File: src/rtl/lrupr_pkg.sv
// shared types and constants of the lru page replacement block
// no dependencies
`timescale 1ns / 1ps

package lrupr_pkg;

  localparam int PAGE_W      = 16;
  localparam int FAULT_CNT_W = 32;
  localparam int FRAME_IDX_W = 4;
  localparam int CFG_W       = 5;
  localparam int APB_DATA_W  = 32;
  localparam int APB_ADDR_W  = 3;

  localparam logic [CFG_W-1:0]       FRAMES_IN_USE_RST = 5'd16;
  localparam logic [0:0]             REG_FRAMES_IN_USE = 1'b0;
  localparam logic [FAULT_CNT_W-1:0] FAULT_CNT_MAX     = '1;

  typedef enum logic [1:0] {
    ST_IDLE,
    ST_SCAN,
    ST_UPDATE,
    ST_PUSH
  } seq_state_t;

  typedef struct packed {
    logic start;
    logic rd_en;
    logic upd;
    logic decide;
    logic push;
  } seq_ctrl_t;

endpackage

File: src/rtl/lru_page_replacement_top.sv
// lru page replacement top level: config register, frame ram, sequencer, evaluator, output register
// one request runs as a scan pass and then a write-back pass over the n frames in use (1..FRAMES),
// then one push into the output register, which waits while a stalled result still occupies it
// a new request is taken while a result waits
// synchronous active-low reset clears control state, fault count and fill count; no clear pass
`timescale 1ns / 1ps

module lru_page_replacement_top #(
  parameter int FRAMES = 16
) (
  input  logic                                clk,
  input  logic                                rst_n,
  input  logic                                in_valid,
  output logic                                in_stall,
  input  logic [lrupr_pkg::PAGE_W-1:0]        in_page_number,
  output logic                                out_valid,
  input  logic                                out_stall,
  output logic                                out_fault,
  output logic [lrupr_pkg::FRAME_IDX_W-1:0]   out_frame_index,
  output logic [lrupr_pkg::FAULT_CNT_W-1:0]   out_fault_count,
  input  logic                                psel,
  input  logic                                penable,
  input  logic                                pwrite,
  input  logic [lrupr_pkg::APB_ADDR_W-1:0]    paddr,
  input  logic [lrupr_pkg::APB_DATA_W-1:0]    pwdata,
  output logic [lrupr_pkg::APB_DATA_W-1:0]    prdata,
  output logic                                pready
);

  localparam int IW = (FRAMES > 1) ? $clog2(FRAMES) : 1;
  localparam int CW = $clog2(FRAMES + 1);
  localparam int EW = lrupr_pkg::PAGE_W + IW;
  localparam int DW = lrupr_pkg::APB_DATA_W;
  localparam int AW = lrupr_pkg::APB_ADDR_W;
  localparam int XW = lrupr_pkg::FRAME_IDX_W;
  localparam int FW = lrupr_pkg::FAULT_CNT_W;
  localparam int GW = lrupr_pkg::CFG_W;

  logic [GW-1:0] frames_in_use_r;
  logic          cfg_wr;
  logic          reg_sel;
  logic [CW-1:0] n_act;
  logic [CW-1:0] n_cur;

  lrupr_pkg::seq_ctrl_t ctrl;
  logic [IW-1:0] rd_addr;
  logic [EW-1:0] rdata;
  logic          we;
  logic [IW-1:0] waddr;
  logic [EW-1:0] wdata;
  logic          res_fault;
  logic [IW-1:0] res_slot;
  logic [FW-1:0] res_count;

  logic          out_valid_r, out_valid_nxt;
  logic          out_fault_r;
  logic [XW-1:0] out_frame_index_r;
  logic [FW-1:0] out_fault_count_r;
  logic          out_free;

  // configuration port
  assign pready  = 1'b1;
  assign reg_sel = (paddr[AW-1:2] == lrupr_pkg::REG_FRAMES_IN_USE);
  assign cfg_wr  = psel && penable && pwrite && reg_sel;
  assign prdata  = reg_sel ? DW'(frames_in_use_r) : '0;

  always_ff @(posedge clk) begin
    if (!rst_n) begin
      frames_in_use_r <= lrupr_pkg::FRAMES_IN_USE_RST;
    end else if (cfg_wr) begin
      frames_in_use_r <= pwdata[GW-1:0];
    end
  end

  always_comb begin
    if (frames_in_use_r == '0) begin
      n_act = CW'(1);
    end else if (int'(frames_in_use_r) > FRAMES) begin
      n_act = CW'(FRAMES);
    end else begin
      n_act = CW'(frames_in_use_r);
    end
  end

  lrupr_seq #(
    .FRAMES(FRAMES)
  ) u_seq (
    .clk      (clk),
    .rst_n    (rst_n),
    .in_valid (in_valid),
    .in_stall (in_stall),
    .n_act    (n_act),
    .out_free (out_free),
    .ctrl     (ctrl),
    .rd_addr  (rd_addr),
    .n_cur    (n_cur)
  );

  lrupr_ram #(
    .WIDTH(EW),
    .DEPTH(FRAMES)
  ) u_frame_ram (
    .clk   (clk),
    .we    (we),
    .waddr (waddr),
    .wdata (wdata),
    .re    (ctrl.rd_en),
    .raddr (rd_addr),
    .rdata (rdata)
  );

  lrupr_eval #(
    .FRAMES(FRAMES)
  ) u_eval (
    .clk            (clk),
    .rst_n          (rst_n),
    .ctrl           (ctrl),
    .in_page_number (in_page_number),
    .rd_addr        (rd_addr),
    .n_cur          (n_cur),
    .rdata          (rdata),
    .we             (we),
    .waddr          (waddr),
    .wdata          (wdata),
    .res_fault      (res_fault),
    .res_slot       (res_slot),
    .res_count      (res_count)
  );

  // output register
  assign out_free = !out_valid_r || !out_stall;

  always_comb begin
    out_valid_nxt = out_valid_r;
    if (ctrl.push) begin
      out_valid_nxt = 1'b1;
    end else if (out_valid_r && !out_stall) begin
      out_valid_nxt = 1'b0;
    end
  end

  always_ff @(posedge clk) begin
    if (!rst_n) begin
      out_valid_r <= 1'b0;
    end else begin
      out_valid_r <= out_valid_nxt;
    end
  end

  always_ff @(posedge clk) begin
    if (ctrl.push) begin
      out_fault_r       <= res_fault;
      out_frame_index_r <= XW'(res_slot);
      out_fault_count_r <= res_count;
    end
  end

  assign out_valid       = out_valid_r;
  assign out_fault       = out_fault_r;
  assign out_frame_index = out_frame_index_r;
  assign out_fault_count = out_fault_count_r;

endmodule

File: src/rtl/lrupr_ram.sv
// generic single-write, single-read ram with registered read data
// no dependencies
`timescale 1ns / 1ps

module lrupr_ram #(
  parameter int WIDTH = 20,
  parameter int DEPTH = 16
) (
  input  logic                                 clk,
  input  logic                                 we,
  input  logic [((DEPTH > 1) ? $clog2(DEPTH) : 1)-1:0] waddr,
  input  logic [WIDTH-1:0]                     wdata,
  input  logic                                 re,
  input  logic [((DEPTH > 1) ? $clog2(DEPTH) : 1)-1:0] raddr,
  output logic [WIDTH-1:0]                     rdata
);

  logic [WIDTH-1:0] mem_r [DEPTH];
  logic [WIDTH-1:0] rdata_r;

  always_ff @(posedge clk) begin
    if (we) begin
      mem_r[waddr] <= wdata;
    end
    if (re) begin
      rdata_r <= mem_r[raddr];
    end
  end

  assign rdata = rdata_r;

endmodule

File: src/rtl/lrupr_seq.sv
// sequencer: request intake, scan and write-back passes over the frame ram
// depends on lrupr_pkg
`timescale 1ns / 1ps

module lrupr_seq #(
  parameter int FRAMES = 16
) (
  input  logic                                      clk,
  input  logic                                      rst_n,
  input  logic                                      in_valid,
  output logic                                      in_stall,
  input  logic [$clog2(FRAMES+1)-1:0]               n_act,
  input  logic                                      out_free,
  output lrupr_pkg::seq_ctrl_t                      ctrl,
  output logic [((FRAMES > 1) ? $clog2(FRAMES) : 1)-1:0] rd_addr,
  output logic [$clog2(FRAMES+1)-1:0]               n_cur
);

  localparam int IW = (FRAMES > 1) ? $clog2(FRAMES) : 1;
  localparam int CW = $clog2(FRAMES + 1);

  lrupr_pkg::seq_state_t state_r, state_nxt;
  logic [CW-1:0] cnt_r, cnt_nxt;
  logic [CW-1:0] n_r;
  logic          beat_r;
  logic          pass_done;

  assign pass_done = (cnt_r == n_r) && !beat_r;

  always_comb begin
    state_nxt = state_r;
    unique case (state_r)
      lrupr_pkg::ST_IDLE: begin
        if (in_valid) state_nxt = lrupr_pkg::ST_SCAN;
      end
      lrupr_pkg::ST_SCAN: begin
        if (pass_done) state_nxt = lrupr_pkg::ST_UPDATE;
      end
      lrupr_pkg::ST_UPDATE: begin
        if (pass_done) state_nxt = lrupr_pkg::ST_PUSH;
      end
      lrupr_pkg::ST_PUSH: begin
        if (out_free) state_nxt = lrupr_pkg::ST_IDLE;
      end
      default: state_nxt = lrupr_pkg::ST_IDLE;
    endcase
  end

  always_comb begin
    ctrl     = '0;
    in_stall = 1'b1;
    unique case (state_r)
      lrupr_pkg::ST_IDLE: begin
        in_stall   = 1'b0;
        ctrl.start = in_valid;
      end
      lrupr_pkg::ST_SCAN: begin
        ctrl.rd_en  = (cnt_r != n_r);
        ctrl.decide = pass_done;
      end
      lrupr_pkg::ST_UPDATE: begin
        ctrl.rd_en = (cnt_r != n_r);
        ctrl.upd   = 1'b1;
      end
      lrupr_pkg::ST_PUSH: begin
        ctrl.push = out_free;
      end
      default: ctrl = '0;
    endcase
  end

  always_comb begin
    cnt_nxt = cnt_r;
    if (ctrl.start || ctrl.decide) begin
      cnt_nxt = '0;
    end else if (ctrl.rd_en) begin
      cnt_nxt = cnt_r + CW'(1);
    end
  end

  always_ff @(posedge clk) begin
    if (!rst_n) begin
      state_r <= lrupr_pkg::ST_IDLE;
      cnt_r   <= '0;
      beat_r  <= 1'b0;
    end else begin
      state_r <= state_nxt;
      cnt_r   <= cnt_nxt;
      beat_r  <= ctrl.rd_en;
    end
  end

  always_ff @(posedge clk) begin
    if (ctrl.start) begin
      n_r <= n_act;
    end
  end

  assign rd_addr = cnt_r[IW-1:0];
  assign n_cur   = n_r;

endmodule

File: src/rtl/lrupr_eval.sv
// frame evaluation: hit search, victim choice, recency aging and write-back
// depends on lrupr_pkg; reads and writes the frame ram through the top level
`timescale 1ns / 1ps

module lrupr_eval #(
  parameter int FRAMES = 16
) (
  input  logic                                      clk,
  input  logic                                      rst_n,
  input  lrupr_pkg::seq_ctrl_t                      ctrl,
  input  logic [lrupr_pkg::PAGE_W-1:0]              in_page_number,
  input  logic [((FRAMES > 1) ? $clog2(FRAMES) : 1)-1:0] rd_addr,
  input  logic [$clog2(FRAMES+1)-1:0]               n_cur,
  input  logic [lrupr_pkg::PAGE_W+((FRAMES > 1) ? $clog2(FRAMES) : 1)-1:0] rdata,
  output logic                                      we,
  output logic [((FRAMES > 1) ? $clog2(FRAMES) : 1)-1:0] waddr,
  output logic [lrupr_pkg::PAGE_W+((FRAMES > 1) ? $clog2(FRAMES) : 1)-1:0] wdata,
  output logic                                      res_fault,
  output logic [((FRAMES > 1) ? $clog2(FRAMES) : 1)-1:0] res_slot,
  output logic [lrupr_pkg::FAULT_CNT_W-1:0]         res_count
);

  localparam int IW = (FRAMES > 1) ? $clog2(FRAMES) : 1;
  localparam int CW = $clog2(FRAMES + 1);
  localparam int PW = lrupr_pkg::PAGE_W;
  localparam int FW = lrupr_pkg::FAULT_CNT_W;
  localparam logic [IW-1:0] RANK_MAX = IW'(FRAMES - 1);

  logic [PW-1:0] page_r;
  logic          beat_vld_r, beat_upd_r;
  logic [IW-1:0] beat_idx_r;
  logic          hit_r, hit_nxt;
  logic [IW-1:0] hit_slot_r, hit_slot_nxt;
  logic [IW-1:0] hit_rank_r, hit_rank_nxt;
  logic [IW-1:0] vic_slot_r, vic_slot_nxt;
  logic [IW-1:0] vic_rank_r, vic_rank_nxt;
  logic [CW-1:0] filled_r, filled_nxt;
  logic [FW-1:0] faults_r, faults_nxt;
  logic          fault_r, fault_nxt;
  logic [IW-1:0] slot_r, slot_nxt;
  logic [IW-1:0] old_rank_r, old_rank_nxt;
  logic          age_all_r, age_all_nxt;

  logic [PW-1:0] d_page;
  logic [IW-1:0] d_rank;
  logic [IW-1:0] rank_inc;
  logic          in_filled;
  logic          scan_beat;

  assign d_page    = rdata[PW+IW-1:IW];
  assign d_rank    = rdata[IW-1:0];
  assign rank_inc  = d_rank + IW'(1);
  assign in_filled = CW'(beat_idx_r) < filled_r;
  assign scan_beat = beat_vld_r && !beat_upd_r;

  // scan accumulators
  always_comb begin
    hit_nxt      = hit_r;
    hit_slot_nxt = hit_slot_r;
    hit_rank_nxt = hit_rank_r;
    vic_slot_nxt = vic_slot_r;
    vic_rank_nxt = vic_rank_r;
    if (ctrl.start) begin
      hit_nxt      = 1'b0;
      vic_slot_nxt = '0;
      vic_rank_nxt = '0;
    end else if (scan_beat) begin
      if (in_filled && (d_page == page_r) && !hit_r) begin
        hit_nxt      = 1'b1;
        hit_slot_nxt = beat_idx_r;
        hit_rank_nxt = d_rank;
      end
      if (in_filled && (d_rank > vic_rank_r)) begin
        vic_slot_nxt = beat_idx_r;
        vic_rank_nxt = d_rank;
      end
    end
  end

  // replacement decision
  always_comb begin
    fault_nxt    = fault_r;
    slot_nxt     = slot_r;
    old_rank_nxt = old_rank_r;
    age_all_nxt  = age_all_r;
    filled_nxt   = filled_r;
    faults_nxt   = faults_r;
    if (ctrl.decide) begin
      fault_nxt = !hit_r;
      if (hit_r) begin
        slot_nxt     = hit_slot_r;
        old_rank_nxt = hit_rank_r;
        age_all_nxt  = 1'b0;
      end else begin
        age_all_nxt = 1'b1;
        if (faults_r != lrupr_pkg::FAULT_CNT_MAX) begin
          faults_nxt = faults_r + FW'(1);
        end
        if (filled_r < n_cur) begin
          slot_nxt   = filled_r[IW-1:0];
          filled_nxt = filled_r + CW'(1);
        end else begin
          slot_nxt = vic_slot_r;
        end
      end
    end
  end

  // write-back of every scanned entry: the chosen slot gets rank 0, the other entries are aged or kept
  always_comb begin
    we    = beat_vld_r && beat_upd_r;
    waddr = beat_idx_r;
    wdata = rdata;
    if (beat_idx_r == slot_r) begin
      wdata = {(fault_r ? page_r : d_page), IW'(0)};
    end else if (in_filled && (age_all_r || (d_rank < old_rank_r)) &&
                 (d_rank != RANK_MAX)) begin
      wdata = {d_page, rank_inc};
    end
  end

  always_ff @(posedge clk) begin
    if (!rst_n) begin
      beat_vld_r <= 1'b0;
      hit_r      <= 1'b0;
      filled_r   <= '0;
      faults_r   <= '0;
      fault_r    <= 1'b0;
      age_all_r  <= 1'b0;
    end else begin
      beat_vld_r <= ctrl.rd_en;
      hit_r      <= hit_nxt;
      filled_r   <= filled_nxt;
      faults_r   <= faults_nxt;
      fault_r    <= fault_nxt;
      age_all_r  <= age_all_nxt;
    end
  end

  always_ff @(posedge clk) begin
    beat_upd_r <= ctrl.upd;
    beat_idx_r <= rd_addr;
    hit_slot_r <= hit_slot_nxt;
    hit_rank_r <= hit_rank_nxt;
    vic_slot_r <= vic_slot_nxt;
    vic_rank_r <= vic_rank_nxt;
    slot_r     <= slot_nxt;
    old_rank_r <= old_rank_nxt;
    if (ctrl.start) begin
      page_r <= in_page_number;
    end
  end

  assign res_fault = fault_r;
  assign res_slot  = slot_r;
  assign res_count = faults_r;

endmodule

File: config.mk
export PLATFORM = sky130hd
export DESIGN_NAME = lru_page_replacement_top
export DESIGN_NICKNAME = d
export VERILOG_FILES = /design/src/rtl/lrupr_pkg.sv /design/src/rtl/lru_page_replacement_top.sv /design/src/rtl/lrupr_ram.sv /design/src/rtl/lrupr_seq.sv /design/src/rtl/lrupr_eval.sv
export SDC_FILE = /design/constraint.sdc
export NUM_CORES = 1
export LEC_CHECK = 0
export ABC_AREA = 1
export BUFFER_PORTS_ARGS = -buffer_cell sky130_fd_sc_hd__buf_2
export CORE_MARGIN = 2
export CORE_UTILIZATION = 57
export CTS_BUF_LIST = sky130_fd_sc_hd__clkbuf_2
export CTS_CLUSTER_DIAMETER = 30
export DETAILED_ROUTE_END_ITERATION = 12
export PLACE_DENSITY_LB_ADDON = 0.1
export SYNTH_ARGS = -nofsm -noshare
export SYNTH_HDL_FRONTEND = slang
export SYNTH_SLANG_ARGS = --single-unit
File: constraint.sdc
create_clock -name clk -period 2.8 [get_ports clk]
set_input_delay 0.14 -clock clk [delete_from_list [all_inputs] [get_ports clk]]
set_output_delay 0.14 -clock clk [all_outputs]
set_load 0.05 [all_outputs]
* After elaboration in Yosys (flattened, before gate mapping)
Memories as Yosys holds them, arrays and structs flattened. A register that Yosys moved wholly into a read port is not among the register bits. Cells that the tools add are included.
Word-level totals: bits in registers 141, bits in latches 0, bits in writable memories 320, bits in read-only memories 0, memories 1
Memories:
- u_frame_ram.mem_r | words 16, width 20, read ports 1, clocked after memory_dff 1, write ports 1, line lrupr_ram.sv:18 | logic [WIDTH-1:0] mem_r [DEPTH];
Cells by class: $add $sub $neg 4, multipliers 0, divide/modulo/power cells 0, $lt $le $gt $ge 5, equality and inequality tests 13, shift operators 0, mux-type cells 23, bitwise logic cells 4, reduce and logical (&&, ||, !) cells 34
Operators by type and width (count):
- 32-bit by 1-bit adder with 32-bit output, second input constant | 1
- 32-bit inequality test, second input constant | 1
- 20-bit two-way mux | 1
- 16-bit == test | 1
- 16-bit two-way mux | 1
- 1-bit logical AND | 12
- 4-bit two-way mux | 3
- 1-bit two-way mux | 11
- 5-bit by 1-bit adder with 5-bit output, second input constant | 2
- 5-bit two-way mux | 2
- 3-bit AND reduction | 3
- 2-bit two-way mux | 4
- 2-bit one-hot mux with 4 select lines | 1
- 2-bit OR reduction | 4
- 2-bit by 1-bit inequality test with 1-bit output, second input constant | 3
- 2-bit AND reduction | 3
- 5-bit == test | 1
- 5-bit greater-than comparator, second input constant | 1
- 1-bit logical NOT | 5
- 5-bit logical NOT | 1
- 4-bit by 5-bit < comparator with 1-bit output | 1
- 5-bit < comparator | 1
- 5-bit inequality test | 1
- 4-bit by 1-bit adder with 4-bit output, second input constant | 1
- other kinds (12) | 18

* Logic depth before layout (Yosys ltp)
depth in word-level cells 6, depth in mapped cells 11, mapped depth without buffers 11

* By module
Synthesis repeated with hierarchy kept, for this count alone.
Second synthesis, totals: cell total of the unflattened synthesis 2315, area total of the unflattened synthesis 22066.2 um2
By module, submodules not included:
- lrupr_ram | times used 1, cells an instance 1338, area an instance 14393.8 um2, sequential area each 10209.8 um2
- lrupr_eval | times used 1, cells an instance 748, area an instance 5226.3 um2, sequential area each 2021.9 um2
- lru_page_replacement_top | times used 1, cells an instance 123, area an instance 1664.1 um2, sequential area each 1231.2 um2
- lrupr_seq | times used 1, cells an instance 106, area an instance 782.0 um2, sequential area each 310.3 um2

* Worst setup path after synthesis
Ideal clock, no wire load.
path kind reg-to-reg, start point reg u_seq.state_r[0], end point reg out_fault_r, in the netlist out_fault (enable), arrival time 2.378 ns, data required time 2.356 ns, setup slack -0.022 ns, stages on the path, launching flop included 4, buffers on the path 0, period minus slack after synthesis 2.822 ns, cell sequence dfxtp_1 ha_1 inv_1 a21oi_1
RTL lines:
- start, declared | line lrupr_seq.sv:22 | lrupr_pkg::seq_state_t state_r, state_nxt;
- start signal, assigned | line lrupr_seq.sv:83 | state_r <= lrupr_pkg::ST_IDLE;
- start signal, assigned | line lrupr_seq.sv:87 | state_r <= state_nxt;
- end signal, assigned | line lru_page_replacement_top.sv:152 | out_fault_r <= res_fault;
- end, declared | line lru_page_replacement_top.sv:56 | logic out_fault_r;

* Worst setup path in the final report
start point reg u_eval.beat_idx_r[1], in the netlist u_eval.waddr[1], end point mem u_frame_ram.mem_r[0][14], data pin
Between the ends: word-level cells in the longest chain between the ends 2
RTL lines:
- start, declared | line lrupr_eval.sv:31 | logic [IW-1:0] beat_idx_r;
- start signal, assigned | line lrupr_eval.sv:142 | beat_idx_r <= rd_addr;
- 4-bit == test | line lrupr_eval.sv:114 | if (beat_idx_r == slot_r) begin
- 20-bit two-way mux | line lrupr_eval.sv:114
- via u_eval.wdata (one bit) | line lrupr_eval.sv:17 | output logic [lrupr_pkg::PAGE_W+((FRAMES > 1) ? $clog2(FRAMES) : 1)-1:0] wdata,
- end, declared | line lrupr_ram.sv:18
The timed path passes the listed nets, and every way through them passes these cells.

==> metrics.md <==
| Metric | Value |
|---|---|
| Status | finished, final reports clean |
| Top cell type's share of synthesized area | 60.8% |
| CORE AREA | 35500 um2 |
| Netlist Area Pre-Place | 20400 um2 |
| FMAX | 386 MHz |
| Cell area power density | 804 nW/um2 |
| Layout area overhead | 12.8% |
| Crit path max fanout | 16 |
| Vias in the first global route | 14000 |
| Number of remaining DRC errors | 0 |
| GPL Wtd Cong | 0.900 |
| Fin crit period | 2.59 ns |
| Max Root-Sink Buffers | 3 |
| Final wirelength | 50200 um |
| CTS H-Tree Depth | 3 |
| DR iter-0 viols | 899 |
| Worst Tran Pin Value | 0.958 ns |
| Initial Utilization | 57.6% |
| CTS tree | built |
| Via-to-Cell Ratio | 5.59 |
| Rows | 69 |
| Clock Tree Root | clkbuf_2 |
| Most used DFF post-synth | edfxtp_1 |
| Antenna-violating nets left | 0 |
| RSZ-0062 raised after global routing | false |
| GRT Total Usage | 26.9% |
| Ys async rst share | 0% |
| Dpl hpwl | 27700 um |
| Post-Syn Instances | 1836 |
| Synth unique cells | 40 |
| First-pass GRT wire length | 77500 um |
| Largest net degree at the start of global routing | 161 |
| GRT overflow | 0 |
| Final net count | 2131 |
| Die width | 193 um |
| Layout cells sized above 1 | 16.9% |
| Clk_skew | 0.0633 ns |
| Worst skew pair latency | 1.06 ns |
| Clk slew on worst S/H paths | 0.11 ns |
| Final period utilization | 92.5% |
| Synth warnings | 0 |
| IO Port Bufs | 72 |
| Number of synthesized register bits | 480 |
| Num CTS Buffers | 118 |
| Register area share after synthesis | 67.3% |
| EDFF count, synth | 414 |
| Most common cell after layout, fill and taps aside | edfxtp_1 |
| Critical path launch point type | flip-flop |
| CTS sink cnt | 480 |
| Critical Path End Type | flip-flop |
| Avg WL per Cell | 19.3 um |
| Total I/O pin count | 130 |
| Critical Path AT | 3.28 ns |
| Post-CTS setup buffer count | 0 |
| Initial DRT Pass Iterations | 7 |
| CP required | 3.49 ns |
| Power, Total | 18.5 mW |
| Hold Violations, Final | 0 |
| Setup TNS Final | 0 ns |
| Pins Over Slew Limit | 0 |
| MaxCap Viol Count | 0 |
| Hold Crit Class | in2reg |
| Slew headroom | 35.7% |
| Mean Syn Cell Area | 11.1 um2 |
| Maximum VDD drop | 0.539 mV |
| DIE AREA | 37400 um2 |
| Kind of critical path | reg2reg |
| Leakage | 8.30 nW |
| Synth area leader | edfxtp_1 |
| Most frequent cells in the layout | 414 x edfxtp_1, 282 x nor2_1, 248 x nand2_1 |
| Vias | 14600 |
| Antenna violations before repair | 1 |
| Final setup viols | 0 |
| Filler cell count | 2822 |
| Height of the chip | 193 um |
| Largest cells by area after synthesis | edfxtp_1 61%, dfxtp_1 6.5%, nor2_1 5.5% |
[final timing paths]
kind / end / cells after the start / slack (ns) / from
max: u_frame_ram.mem_r[0][14]$_DFFE_PP_ / 8 / 0.21 / u_eval.waddr[1]$_DFF_P_
min: u_seq.cnt_r[1]$_SDFFE_PP0P_ / 4 / 0.12 / rst_n
max reg2reg: u_frame_ram.mem_r[0][14]$_DFFE_PP_ / 8 / 0.21 / u_eval.waddr[1]$_DFF_P_
min reg2reg: u_eval.waddr[0]$_DFF_P_ / 0 / 0.42 / u_seq.cnt_r[0]$_SDFFE_PP0P_
[through the flow]
step | hold slack [ns] | setup slack [ns] | utilization, % | std cells | instance area (um2)
2_1_floorplan | 0.239 | 0.456 | - | 1862 | 20500
3_3_place_gp | 0.319 | 0.289 | 60.1 | 2329 | 21300
3_5_place_dp | 0.318 | 0.214 | 60.1 | 2329 | 21300
4_1_cts | 0.0217 | 0.231 | 65.0 | 2604 | 23000
5_1_grt | 0.0676 | 0.0429 | 65.0 | 2605 | 23100
6_report | 0.115 | 0.211 | 65.0 | 2605 | 23100
[registers in the layout, summed over array words and instances (netlist names), 5 cells and up]
signal,count
u_frame_ram.mem_r,320
u_seq.n_cur,5
u_eval.res_count,32
u_eval.filled_r,5
frames_in_use_r,5
u_frame_ram.rdata,20
u_seq.cnt_r,5
out_fault_count,32
u_eval.page_r,16
[cell usage after synthesis (5+ instances only)]
library cell and count:
nand2_1 248, buf_4 30, inv_2 6, xor2_1 23, nand3_2 10, buf_2 14, nor3_1 8, ha_1 25
o221ai_1 32, dfxtp_1 66, buf_6 6, o211ai_1 9, o22ai_1 49, inv_1 96, nand4_1 9, a21oi_2 7
nor2_1 300, xnor2_1 11, nand2_2 5, clkbuf_1 61, o21ai_1 17, a21oi_1 49, edfxtp_1 414, nor2_2 5
o21ai_0 215, nand3_1 93
[metal layers]
layer	track usage [%]	routed length [um]	vias up
met1	35.3	20700	6919
li1	-	-	6934
met4	12.2	1930	0
met2	43.0	23700	579
met3	6.36	3970	123
met5	0	0	-
[critical path: stages (launching register included)]
cell and delay (ns):
dfxtp_1 0.33, buf_4 0.16, or2_0 0.22, a21oi_1 0.15, nand3_1 0.19, nor2_2 0.31, buf_4 0.28, nand2_1 0.07
o21ai_1 0.51
[report_power, final]
group / switching, mW / internal [mW]
clock network: 2.72 / 1.89
registers: 0.304 / 9.05
logic: 3.39 / 1.19
total: 6.41 / 12.1
[logic make-up (layout without fill, tap and decap cells)]
logic type	Yosys count	after routing	share of synthesized area [%]
and+or+nand+nor	688	688	14.0
DFF	480	480	67.3
AOI/OAI and AO/OA	389	389	10.8
buffers and inverters	218	499	4.95
xor gates and xnor gates	34	34	1.46
adders and majority gates	25	25	1.53
other	2	29	0.0367
[timing repair]
item | in CTS | in global routing
hold buffers | 60 | 0
setup endpoints to repair | 0 | 32
resized for setup | 0 | 2
endpoints found under the hold margin | 88 | 0
[layout make-up]
type                    instances  area, um2  share of cell area (%)
clock buffers                 165        826                    3.58
well taps                     461        577                    2.50
flip-flops and latches        480      13800                    59.7
diodes                          1       2.50                  0.0109
multi-input cells            1164       5840                    25.3
clock inverters                50        283                    1.23
inverters                     103        392                    1.70
repair buffers                181       1380                    5.98
(Power assumes the default switching activity.)
